<file path="config.mk">
export PLATFORM = sky130hd
export DESIGN_NAME = decimal_string_to_int64_top
export DESIGN_NICKNAME = d
export VERILOG_FILES = /design/src/rtl/dsi_pkg.sv /design/src/rtl/dsi_step.sv /design/src/rtl/decimal_string_to_int64_top.sv
export SDC_FILE = /design/constraint.sdc
export NUM_CORES = 1
export LEC_CHECK = 0
export CORE_ASPECT_RATIO = 0.7
export CORE_MARGIN = 5
export CORE_UTILIZATION = 41
export CTS_CLUSTER_SIZE = 25
export DETAILED_ROUTE_END_ITERATION = 12
export DONT_BUFFER_PORTS = 1
export MAX_ROUTING_LAYER = met4
export PLACE_DENSITY = 0.51
export SYNTH_ARGS = -nofsm -noshare
export SYNTH_HDL_FRONTEND = slang
export SYNTH_HIERARCHICAL = 1
export SYNTH_SLANG_ARGS = --single-unit
</file>
<file path="constraint.sdc">
create_clock -name clk -period 12.7 [get_ports clk]
set_input_delay 0.635 -clock clk [delete_from_list [all_inputs] [get_ports clk]]
set_output_delay 0.635 -clock clk [all_outputs]
set_load 0.01 [all_outputs]
</file>
<file path="src/rtl/dsi_pkg.sv">
package dsi_pkg;

	// saturation limit of the character counter
	localparam longint unsigned COUNT_LIMIT = 65535;
	localparam logic [15:0] CNT_MAX = (COUNT_LIMIT < 65535) ? 16'(COUNT_LIMIT) : 16'hFFFF;

	// magnitude bounds
	localparam logic [63:0] MAG_MAX = 64'h7FFF_FFFF_FFFF_FFFF;
	localparam logic [63:0] MAG_MIN = 64'h8000_0000_0000_0000;
	localparam logic [63:0] MAG_LIM = MAG_MAX / 64'd10;

	// character codes
	localparam logic [7:0] CH_MINUS = 8'h2D;
	localparam logic [7:0] CH_PLUS  = 8'h2B;
	localparam logic [7:0] CH_ZERO  = 8'h30;
	localparam logic [7:0] CH_NINE  = 8'h39;

	// word kinds
	localparam logic KIND_CHAR = 1'b0;
	localparam logic KIND_END  = 1'b1;

	typedef enum logic [2:0] {
		PH_START  = 3'b001,
		PH_SIGN   = 3'b010,
		PH_DIGITS = 3'b100
	} phase_t;

	typedef enum logic [2:0] {
		ST_OK        = 3'd0,
		ST_EMPTY     = 3'd1,
		ST_SIGN_ONLY = 3'd2,
		ST_NON_DIGIT = 3'd3,
		ST_OVERFLOW  = 3'd4
	} status_t;

	// parser state carried from word to word
	typedef struct packed {
		logic [63:0] mag;
		logic        neg;
		phase_t      phase;
		logic [15:0] cnt;
		status_t     err;
		logic [15:0] eidx;
		logic        pend;
	} dsi_state_t;

	// result of one string
	typedef struct packed {
		logic [63:0] value;
		status_t     status;
		logic [15:0] epos;
		logic [15:0] len;
	} dsi_result_t;

	localparam dsi_state_t STATE_RESET = '{
		mag:   64'd0,
		neg:   1'b0,
		phase: PH_START,
		cnt:   16'd0,
		err:   ST_OK,
		eidx:  16'd0,
		pend:  1'b0
	};

endpackage

</file>
<file path="src/rtl/dsi_step.sv">
module dsi_step import dsi_pkg::*; (
	input  dsi_state_t  st,
	input  logic        kind,
	input  logic [7:0]  character,
	output dsi_state_t  nxt,
	output dsi_result_t res
);

	logic        digit;
	logic [63:0] d;
	logic [63:0] mag10;
	logic [63:0] sum;

	// digit decode and multiply by ten as shift and add
	assign digit = (character >= CH_ZERO) && (character <= CH_NINE);
	assign d     = digit ? {60'd0, 4'(character - CH_ZERO)} : 64'd0;
	assign mag10 = {st.mag[60:0], 3'b000} + {st.mag[62:0], 1'b0};
	assign sum   = mag10 + d;

	// next state and end-of-string result
	always_comb begin
		nxt        = st;
		res.value  = 64'd0;
		res.status = ST_OK;
		res.epos   = 16'd0;
		res.len    = st.cnt;
		if (kind == KIND_END) begin
			if (st.err != ST_OK) begin
				res.status = st.err;
				res.epos   = st.eidx;
			end else if (st.phase == PH_START) begin
				res.status = ST_EMPTY;
			end else if (st.phase == PH_SIGN) begin
				res.status = ST_SIGN_ONLY;
			end else begin
				res.value = st.neg ? (64'd0 - st.mag) : st.mag;
			end
			nxt = STATE_RESET;
		end else begin
			if (st.cnt < CNT_MAX) begin
				nxt.cnt = st.cnt + 16'd1;
			end
			if (st.err != ST_OK) begin
				// ignore until end
			end else if (st.pend) begin
				// anything after the most negative value
				nxt.err  = ST_OVERFLOW;
				nxt.eidx = st.cnt;
				nxt.pend = 1'b0;
			end else if (st.phase == PH_START &&
				(character == CH_MINUS || character == CH_PLUS)) begin
				nxt.neg   = (character == CH_MINUS);
				nxt.phase = PH_SIGN;
			end else if (!digit) begin
				nxt.err  = ST_NON_DIGIT;
				nxt.eidx = st.cnt;
			end else if (st.phase != PH_DIGITS) begin
				nxt.mag   = d;
				nxt.phase = PH_DIGITS;
			end else if (st.mag > MAG_LIM) begin
				nxt.err  = ST_OVERFLOW;
				nxt.eidx = st.cnt;
			end else if (sum[63]) begin
				if (st.neg && sum == MAG_MIN) begin
					nxt.mag  = MAG_MIN;
					nxt.pend = 1'b1;
				end else begin
					nxt.err  = ST_OVERFLOW;
					nxt.eidx = st.cnt;
				end
			end else begin
				nxt.mag = sum;
			end
		end
	end

endmodule

</file>
<file path="src/rtl/decimal_string_to_int64_top.sv">
// a string's result is registered and valid in the cycle after its end word is accepted
// throughput: one word per cycle, characters and end words alike, while no result waits untaken
// the rate is set by the combinational multiply-by-ten and range compares
// reset (arst_n low, asynchronous) clears the parser state and the result valid
module decimal_string_to_int64_top import dsi_pkg::*; (
	input  logic               clk,
	input  logic               arst_n,
	input  logic               in_valid,
	output logic               in_ready,
	input  logic               kind,
	input  logic [7:0]         character,
	output logic               out_valid,
	input  logic               out_ready,
	output logic signed [63:0] value,
	output logic [2:0]         status,
	output logic [15:0]        error_position,
	output logic [15:0]        string_length
);

	dsi_state_t  state_q;
	dsi_state_t  state_nxt;
	dsi_result_t res;
	dsi_result_t res_q;
	logic        out_valid_q;
	logic        in_acc;

	// a word is taken unless a result is waiting and not being taken
	assign in_ready = !out_valid_q || out_ready;
	assign in_acc   = in_valid && in_ready;

	dsi_step u_step (
		.st        (state_q),
		.kind      (kind),
		.character (character),
		.nxt       (state_nxt),
		.res       (res)
	);

	// parser state
	always_ff @(posedge clk or negedge arst_n) begin
		if (!arst_n) begin
			state_q <= STATE_RESET;
		end else if (in_acc) begin
			state_q <= state_nxt;
		end
	end

	// result valid
	always_ff @(posedge clk or negedge arst_n) begin
		if (!arst_n) begin
			out_valid_q <= 1'b0;
		end else if (in_acc && kind == KIND_END) begin
			out_valid_q <= 1'b1;
		end else if (out_ready) begin
			out_valid_q <= 1'b0;
		end
	end

	// result payload
	always_ff @(posedge clk) begin
		if (in_acc && kind == KIND_END) begin
			res_q <= res;
		end
	end

	assign out_valid      = out_valid_q;
	assign value          = signed'(res_q.value);
	assign status         = res_q.status;
	assign error_position = res_q.epos;
	assign string_length  = res_q.len;

endmodule

</file>
==> results.cfg, run 1 <==
[yosys]
synth_seq_cells = 204
syn_area_per_cell_um2 = 9.12
synth_fp_nets = 2005
synth_top_flop_cell = dfrtp_1
synth_edf_count = 99
async_flop_share_pct = 51.5
yosysTopAreaCell = edfxtp_1
syn_area_um2 = 17000
synth_cell_types = 89
syn_inst = 1866
yosys_warnings = 6
synth_top_area_share_pct = 17.5
synth_area_leaders = edfxtp_1 17%, dfrtp_1 15%, ha_1 9.1%
yosysSeqAreaShare_pct = 32.9
yosysMostFrequentCell = nand2_1
synth.top_cells.by_count = 195 x nand2_1, 182 x nor2_1, 124 x ha_1

[cts]
clock_path_buffers = 3
h-tree-depth = 1
path_clk_slew_ns = 0.06
cts_buffers = 24
cts_sinks = 204
clk-insertion-delay-late_ns = 0.54
cts_tree = done
cts_root_buf = clkbuf_16

[sta]
hold_viol_final = 0
slew-limit-headroom_pct = 24.0
fmax_ghz = 0.139
worst_hold_slack_ns = 0.0762
tightest_slew_ns = 1.14
report.final.setup_viol = 0
finalSetupTns_ns = 0
min_period_over_period_pct = 56.7
fin_worst_skew_ns = 0.0174
slew_viol_final = 0
grt_setup_unrepaired = false
period_minus_slack_ns = 7.20

[detailed_routing]
dr.pass1.iters = 5
vias = 14667
totalWireLength_mm = 59.7
drc = 0
via_per_inst = 6.23
drt-initial-drc-count = 1474
ant_nets = 0
routedWlPerCell_um = 25.4

[floorplan]
io_pins = 114
dieHeight_um = 180
start_util_pct = 41.5
dieArea_um2 = 45700
core_area_um2 = 41000
num_rows = 62
die_w_um = 253

[placement]
placed_area_um2 = 17200
dpl.hpwl_mm = 44.8
io_buffers = 0
dp_cells = 2308
routabilityCongestion = 0.969

[setup_path]
rrSetupSlack_ns = 5.71
setup.worst_path.start = character[1]
crit_end = state_q[96]$_DFFE_PN0P_
path_depth = 18
start_kind = primary input
critPathMaxFanout = 24
worst_ep_required_time_ns = 13.12
crit_family = compound AO/OA/AOI/OAI gates
timing.rr.start = state_q[42]$_DFFE_PN0P_
cpMaxStageDelayCell = a2111oi_0
r2r-end = state_q[96]$_DFFE_PN0P_
r2r_cells = 15
end_kind = flop
slowest_delay_ns = 0.90
cp.arrival_ns = 7.62
cp_cell_sequence = o21ai_0 > and4_1 > and2_1 > fa_1 > fa_1 > a211oi_2 > nor4_1 > a211oi_2 > o311ai_1 > and3_1 > or3_1 > a2111oi_0 > nand4_1 > or3_1 > o211ai_2 > a21o_1 > o221ai_1 > mux2_4
worst-path-buf-inv = 0
critPathKind = in -> reg

[global_route]
grt_usage_pct = 26.0
grt-ovfl-total = 0
antenna_found_initial = 4
grt_start_max_net_pins = 106
grt_pass1_wl_mm = 90.2
grt_pass1_vias = 13698

[run]
cap_viol_max_count = 0

[power]
leakage_nw = 7.65
powerDensity_nw_per_um2 = 87.3
vdd_ir_drop_max_v = 0.0000885

[final_layout]
design_area_um2 = 18100
area_delta_synth_final_pct = 6.33
drive_gt1_share_pct = 10.5
fin_cells = 2354
fin_nets = 1930
fin_util_pct = 44.1

[worst_hold_path]
hold_path.class = in -> async

[run_status]
status = completed
[state kept, by name, summed over array words and instances (netlist names)]
signal,cells
status,3
state_q,104
value,64
string_length,16
error_position,16
out_valid,1
[worst reg2reg max path: stages (launching register included)]
cell	delay [ns]
dfrtp_1	0.60
fa_1	0.55
fa_1	0.50
a211oi_2	0.38
nor4_1	0.17
a211oi_2	0.44
o311ai_1	0.23
and3_1	0.22
or3_1	0.32
a2111oi_0	0.90
nand4_1	0.40
or3_1	0.51
o211ai_2	0.29
a21o_1	0.83
o221ai_1	0.23
mux2_4	0.31
[power by group]
part | internal, W | total, W | switching [W] | leakage, nW
clock network | 0.000426 | 0.000719 | 0.000293 | 0.396
registers | 0.000714 | 0.000737 | 0.0000226 | 2.41
logic | 0.0000424 | 0.000123 | 0.0000808 | 4.85
total | 0.00118 | 0.00158 | 0.000397 | 7.65
[stage by stage]
stage / worst slack [ns] / total power (W)
after floorplan: 6.56 / 0.000839
after global placement: 5.34 / 0.000864
after detailed placement: 5.20 / 0.000865
after CTS: 5.76 / 0.00160
after global routing: 5.33 / 0.00164
final: 5.50 / 0.00158
[worst min path at each step]
stage	startpoint	end	slack [ns]	cells past startpoint
floorplan	arst_n	out_valid$_DFFE_PN0P_	0.34	0
global placement	arst_n	state_q[9]$_DFFE_PN0P_	0.34	0
detailed placement	arst_n	state_q[9]$_DFFE_PN0P_	0.34	0
CTS	arst_n	state_q[38]$_DFFE_PN0P_	0.09	1
global route	arst_n	state_q[37]$_DFFE_PN0P_	0.11	1
finish	arst_n	state_q[37]$_DFFE_PN0P_	0.08	1
[cells by family after synthesis]
logic type,Yosys count,share of synthesized area [%]
AOI/OAI and AO/OA,448,18.0
xor gates and xnor gates,115,5.92
muxes,127,9.57
adders and majority gates,126,9.36
DFF,204,32.9
buffers and inverters,157,4.28
and+or+nand+nor,689,20.0
[cell type report]
type	count	area, um^2
clock inverter	10	115
multi-input combinational	1505	10700
tap	544	681
inverter	43	161
fill	3980	22900
timing repair buffer	13	118
sequential	204	5600
antenna	1	2.50
clock buffer	34	699
[routing by layer]
metal,vias to the layer above,wire [um],GRT usage (%)
met2,564,24300,35.7
met4,0,841,3.56
met3,52,4140,3.75
met1,7228,30400,41.2
met5,-,0,-
li1,6823,-,-
[repair_timing]
item	in CTS	in global routing
gates resized for setup	0	0
hold buffers	1	0
buffers inserted	0	0
endpoints found under the hold margin	105	0
[cell usage in the layout, fill, tap and decap left out, types with 25 or more instances in the layout]
cell       instances
mux2_2            45
o21ai_0           82
ha_1             124
xnor2_1           53
or4_1             27
nand4_1           50
and3_1            27
o31ai_1           27
a21oi_1          107
inv_1             43
dfrtp_1          103
nand3_1           39
nand2_1          194
nor2_1           182
nor3_1            29
nand2b_1          40
mux2_4            60
xor2_1            62
edfxtp_1          99
clkbuf_16         25
No activity file was read; power rests on OpenSTA's default activity.
==> inputs of run 2 (changes only) <==
--- a/config.mk
+++ b/config.mk
@@ -12,7 +12,7 @@
 export DETAILED_ROUTE_END_ITERATION = 12
 export DONT_BUFFER_PORTS = 1
 export MAX_ROUTING_LAYER = met4
-export PLACE_DENSITY = 0.51
+export PLACE_DENSITY = 0.53
 export SYNTH_ARGS = -nofsm -noshare
 export SYNTH_HDL_FRONTEND = slang
 export SYNTH_HIERARCHICAL = 1
==> constraint.sdc (replaced) <==
create_clock -name clk -period 6.29 [get_ports clk]
set_input_delay 0.3145 -clock clk [delete_from_list [all_inputs] [get_ports clk]]
set_output_delay 0.3145 -clock clk [all_outputs]
set_load 0.01 [all_outputs]
==> run 2 against run 1 <==
  * Routed wire length grew 0.26%
  * Flip-flop and latch count is the same
  * Cell count grew 3.4%
  * Via count grew 2.0%
  * Register-to-register slack lost 5.4 ns
==> results.cfg, run 2 (synthesized netlist as in run 1, its figures left out) <==
[detailed_routing]
routedWlPerCell_um = 24.6
totalWireLength_mm = 59.9
ant_nets = 0
dr.pass1.iters = 5
vias = 14955
drt-initial-drc-count = 1571
drc = 0
via_per_inst = 6.14

[final_layout]
design_area_um2 = 18800
diodes = 0
area_delta_synth_final_pct = 10.4
top_register = state_q
final_cell_mix = 194 x nand2_1, 182 x nor2_1, 124 x ha_1
fin_nets = 2011
drive_gt1_share_pct = 14.3
largest_reg_flops = 104
layout_commonest_cell = nand2_1
fin_cells = 2434
fin_util_pct = 45.8

[power]
powerDensity_nw_per_um2 = 173
seqPwrFrac_pct = 45.9
pwr-share-comb_pct = 8.1
p_sw_w = 0.000810
swShare_pct = 25.0
p_int_w = 0.00243
clkPwrFrac_pct = 46.0
vdd_ir_drop_max_v = 0.000186
leakage_nw = 8.09

[setup_path]
critPathKind = reg -> reg
setup.worst_path.start = state_q[40]$_DFFE_PN0P_
crit_end = state_q[56]$_DFFE_PN0P_
cp.arrival_ns = 6.39
start_kind = flop
end_kind = flop
rrSetupSlack_ns = 0.32
worst_ep_required_time_ns = 6.71
timing.rr.start = state_q[40]$_DFFE_PN0P_
r2r_cells = 16
r2r-end = state_q[56]$_DFFE_PN0P_
critPathMaxFanout = 32

[sta]
slew_viol_final = 0
period_minus_slack_ns = 5.97
hold_viol_final = 0
slew-limit-headroom_pct = 26.0
report.final.setup_viol = 0
grt_setup_unrepaired = false
finalSetupTns_ns = 0
min_period_over_period_pct = 94.9
fmax_ghz = 0.167
tightest_slew_ns = 1.11
fin_worst_skew_ns = 0.0235

[cts]
cts_sinks = 204
h-tree-depth = 1
path_clk_slew_ns = 0.07
clock_path_buffers = 3
cts_tree = done
cts_root_buf = clkbuf_16
clk-insertion-delay-late_ns = 0.55
cts_buffers = 24

[placement]
placed_area_um2 = 17900
dpl.hpwl_mm = 45.9
io_buffers = 0
dp_cells = 2386
routabilityCongestion = 0.992

[run_status]
status = completed

[floorplan]
die_w_um = 253
start_util_pct = 41.5
dieArea_um2 = 45700
num_rows = 62
dieHeight_um = 180
io_pins = 114
core_area_um2 = 41000

[worst_hold_path]
hold_path.class = in -> reg

[global_route]
grt_pass1_vias = 13732
antenna_found_initial = 1
grt_usage_pct = 26.1
grt_pass1_wl_mm = 90.2
grt-ovfl-total = 0
grt_start_max_net_pins = 106

[run]
cap_viol_max_count = 0
## run 2: cell count changes in the layout (fill, tap and decap cells not counted), moves of 2 or more
cell	before	now
clkinv_2	1	4
buf_12	0	5
clkbuf_1	5	2
clkinv_4	2	0
buf_4	12	85
dlygate4sd3_1	0	3
## run 2: metrics by stage
stage	total power (W)	setup WS, ns	hold WS, ns
final	0.00324	0.318	0.0387
after detailed placement	0.00176	0.0138	0.0230
after global routing	0.00336	0.0850	0.0149
after global placement	0.00176	0.103	0.0236
after floorplan	0.00169	0.475	0.0189
after CTS	0.00328	0.372	0.00216
## run 2: worst min path at each step
stage | start | end | slack [ns] | cells after the start
6_report | kind | state_q[30]$_DFFE_PN0P_ | 0.04 | 2
5_1_grt | kind | error_position[8]$_DFFE_PP_ | 0.01 | 1
4_1_cts | kind | error_position[1]$_DFFE_PP_ | 0.002 | 1
3_5_place_dp | arst_n | state_q[12]$_DFFE_PN0P_ | 0.02 | 0
3_3_place_gp | arst_n | state_q[12]$_DFFE_PN0P_ | 0.02 | 0
2_1_floorplan | arst_n | out_valid$_DFFE_PN0P_ | 0.02 | 0
## run 2: layout make-up
| class | count | area, um^2 |
|---|---|---|
| inverter | 43 | 161 |
| clock inverter | 13 | 146 |
| sequential | 204 | 5600 |
| multi-input combinational | 1505 | 10700 |
| tap | 544 | 681 |
| clock buffer | 31 | 688 |
| fill | 3957 | 22300 |
| timing repair buffer | 94 | 796 |
## run 2: power by group through the flow
stage	Sequential, W	Clock, W	Combinational (W)
global route	0.00149	0.00158	0.000285
global placement	0.00152	0	0.000241
detailed placement	0.00152	0	0.000245
CTS	0.00149	0.00152	0.000266
finish	0.00149	0.00149	0.000263
floorplan	0.00150	0	0.000190
## run 2: per-layer routing
layer / vias to the layer above / global-route usage [%] / wire [um] / share of wire (%)
met2: 516 / 33.7 / 23200 / 39
met4: 0 / 4.32 / 1090 / 1.8
met3: 60 / 4.83 / 4400 / 7.3
met5: - / - / 0 / 0
met1: 7395 / 42.0 / 31200 / 52
li1: 6984 / - / - / -
## run 2: worst max-delay path, cell delays in order, from the launching register on
cell      delay (ns)
dfrtp_1         0.49
fa_1            0.58
fa_1            0.48
a211oi_2        0.38
o21ai_2         0.14
a221oi_4        0.50
o41ai_2         0.16
a21boi_1        0.20
xnor2_1         0.13
or4_1           0.54
or4b_1          0.54
or4_4           0.58
o211ai_2        0.26
a21oi_2         0.11
buf_12          0.19
a22o_1          0.26
mux2_4          0.27
## run 2: repair_timing
item | CTS | global route
hold buffers | 4 | 0
hold endpoints to repair | 108 | 0
setup endpoints to repair | 0 | 0
resized for setup | 0 | 0
buffers inserted | 0 | 0
==> inputs of run 3 (changes only) <==
--- a/config.mk
+++ b/config.mk
@@ -8,6 +8,7 @@
 export CORE_ASPECT_RATIO = 0.7
 export CORE_MARGIN = 5
 export CORE_UTILIZATION = 41
+export CTS_BUF_LIST = sky130_fd_sc_hd__clkbuf_4 sky130_fd_sc_hd__clkbuf_8 sky130_fd_sc_hd__clkbuf_16
 export CTS_CLUSTER_SIZE = 25
 export DETAILED_ROUTE_END_ITERATION = 12
 export DONT_BUFFER_PORTS = 1
==> run 3 against run 2 <==
  * Global-route usage did not move
  * Cell count did not move
  * Worst hold slack barely moved
==> results.cfg, run 3 (synthesized netlist as in run 1, its figures left out) <==
[sta]
hold_viol_final = 0
tightest_slew_ns = 1.11
worst_hold_slack_ns = 0.0388
report.final.setup_viol = 0
slew-limit-headroom_pct = 26.0
min_period_over_period_pct = 95.0
fmax_ghz = 0.167
period_minus_slack_ns = 5.98
final.setup.worst_slack_ns = 0.315
finalSetupTns_ns = 0
grt_setup_unrepaired = false
slew_viol_final = 0
fin_worst_skew_ns = 0.0233

[cts]
cts_buffers = 24
h-tree-depth = 1
cts_resized = 0
clk-insertion-delay-late_ns = 0.55
path_clk_slew_ns = 0.07
cts_sinks = 204
clock_path_buffers = 3
cts_tree = done
cts_root_buf = clkbuf_16

[placement]
io_buffers = 0
preCtsSetupSlack_ns = 0.0138
dpl.hpwl_mm = 45.9
routabilityCongestion = 0.992

[final_layout]
layout_commonest_cell = nand2_1
nFillCells = 3956
fin_nets = 2011
final_cell_mix = 194 x nand2_1, 182 x nor2_1, 124 x ha_1
largest_reg_flops = 104
top_register = state_q
area_delta_synth_final_pct = 10.5
drive_gt1_share_pct = 14.4
diodes = 0

[global_route]
antenna_found_initial = 1
grt_usage_pct = 26.1
grt_pass1_wl_mm = 90.2
grt_start_max_net_pins = 106
grt_pass1_vias = 13733
grt-ovfl-total = 0

[floorplan]
io_pins = 114
num_rows = 62
core_area_um2 = 41000
dieArea_um2 = 45700
die_w_um = 253
start_util_pct = 41.5
dieHeight_um = 180

[setup_path]
r2r_cells = 16
timing.rr.start = state_q[40]$_DFFE_PN0P_
start_kind = flop
cp.arrival_ns = 6.39
crit_end = state_q[56]$_DFFE_PN0P_
setup.worst_path.start = state_q[40]$_DFFE_PN0P_
end_kind = flop
r2r-end = state_q[56]$_DFFE_PN0P_
worst_ep_required_time_ns = 6.71
critPathMaxFanout = 32
rrSetupSlack_ns = 0.31
critPathKind = reg -> reg

[run]
cap_viol_max_count = 0

[detailed_routing]
drt-initial-drc-count = 1582
drc = 0
routedWlPerCell_um = 24.6
via_per_inst = 6.15
vias = 14970
dr.pass1.iters = 5
totalWireLength_mm = 59.9
ant_nets = 0

[worst_hold_path]
hold_path.class = in -> reg

[power]
total_power_w = 0.00325
powerDensity_nw_per_um2 = 173
vdd_ir_drop_max_v = 0.000186
leakage_nw = 8.09

[run_status]
status = completed
-- run 3: cell count changes in the layout (fill, tap and decap cells not counted) --
cell | previous run | this run
clkbuf_1 | 2 | 0
clkbuf_4 | 0 | 2
-- run 3: metrics by stage --
stage / cells / util, % / instance area (um^2)
floorplan: 1866 / - / 17000
global placement: 2386 / 43.6 / 17900
detailed placement: 2386 / 43.6 / 17900
CTS: 2434 / 45.8 / 18800
global route: 2434 / 45.8 / 18800
finish: 2434 / 45.8 / 18800
-- run 3: final cells by class --
| type | count | area [um^2] | share of cell area, % |
|---|---|---|---|
| well taps | 544 | 681 | 3.62 |
| clock inverters | 13 | 146 | 0.779 |
| multi-input cells | 1505 | 10700 | 57.0 |
| clock buffers | 31 | 696 | 3.70 |
| repair buffers | 94 | 796 | 4.23 |
| inverters | 43 | 161 | 0.859 |
| flip-flops and latches | 204 | 5600 | 29.8 |
-- run 3: worst min-delay path by stage --
stage                     slack [ns]   start  depth (start not counted)                          end
after floorplan                 0.02  arst_n                          0        out_valid$_DFFE_PN0P_
after global placement          0.02  arst_n                          0      state_q[12]$_DFFE_PN0P_
after detailed placement        0.02  arst_n                          0      state_q[12]$_DFFE_PN0P_
after CTS                      0.002    kind                          1  error_position[1]$_DFFE_PP_
after global routing            0.01    kind                          1  error_position[8]$_DFFE_PP_
final                           0.04    kind                          2      state_q[30]$_DFFE_PN0P_
-- run 3: power breakdown --
| part | switching (W) | total [W] | internal [W] |
|---|---|---|---|
| Combinational | 0.000166 | 0.000263 | 0.0000970 |
| Sequential | 0.0000479 | 0.00149 | 0.00144 |
| Clock | 0.000596 | 0.00150 | 0.000903 |
-- run 3: repair_timing --
action / 4_1_cts / 5_1_grt
setup buffers: 0 / 0
hold buffers: 4 / 0
endpoints found under the hold margin: 108 / 0
-- run 3: per-layer routing --
layer / GRT usage [%] / up-vias / part of all wire [%]
li1: - / 6982 / -
met1: 42.0 / 7405 / 52
met2: 33.7 / 523 / 39
met3: 4.83 / 60 / 7.5
met4: 4.32 / 0 / 1.8
met5: - / - / 0
-- run 3: critical path: stages, from the launching register on --
cell and delay, ns:
dfrtp_1 0.49, fa_1 0.58, fa_1 0.48, a211oi_2 0.38, o21ai_2 0.14, a221oi_4 0.50, o41ai_2 0.16, a21boi_1 0.20
xnor2_1 0.13, or4_1 0.54, or4b_1 0.54, or4_4 0.58, o211ai_2 0.26, a21oi_2 0.11, buf_12 0.19, a22o_1 0.26
mux2_4 0.27
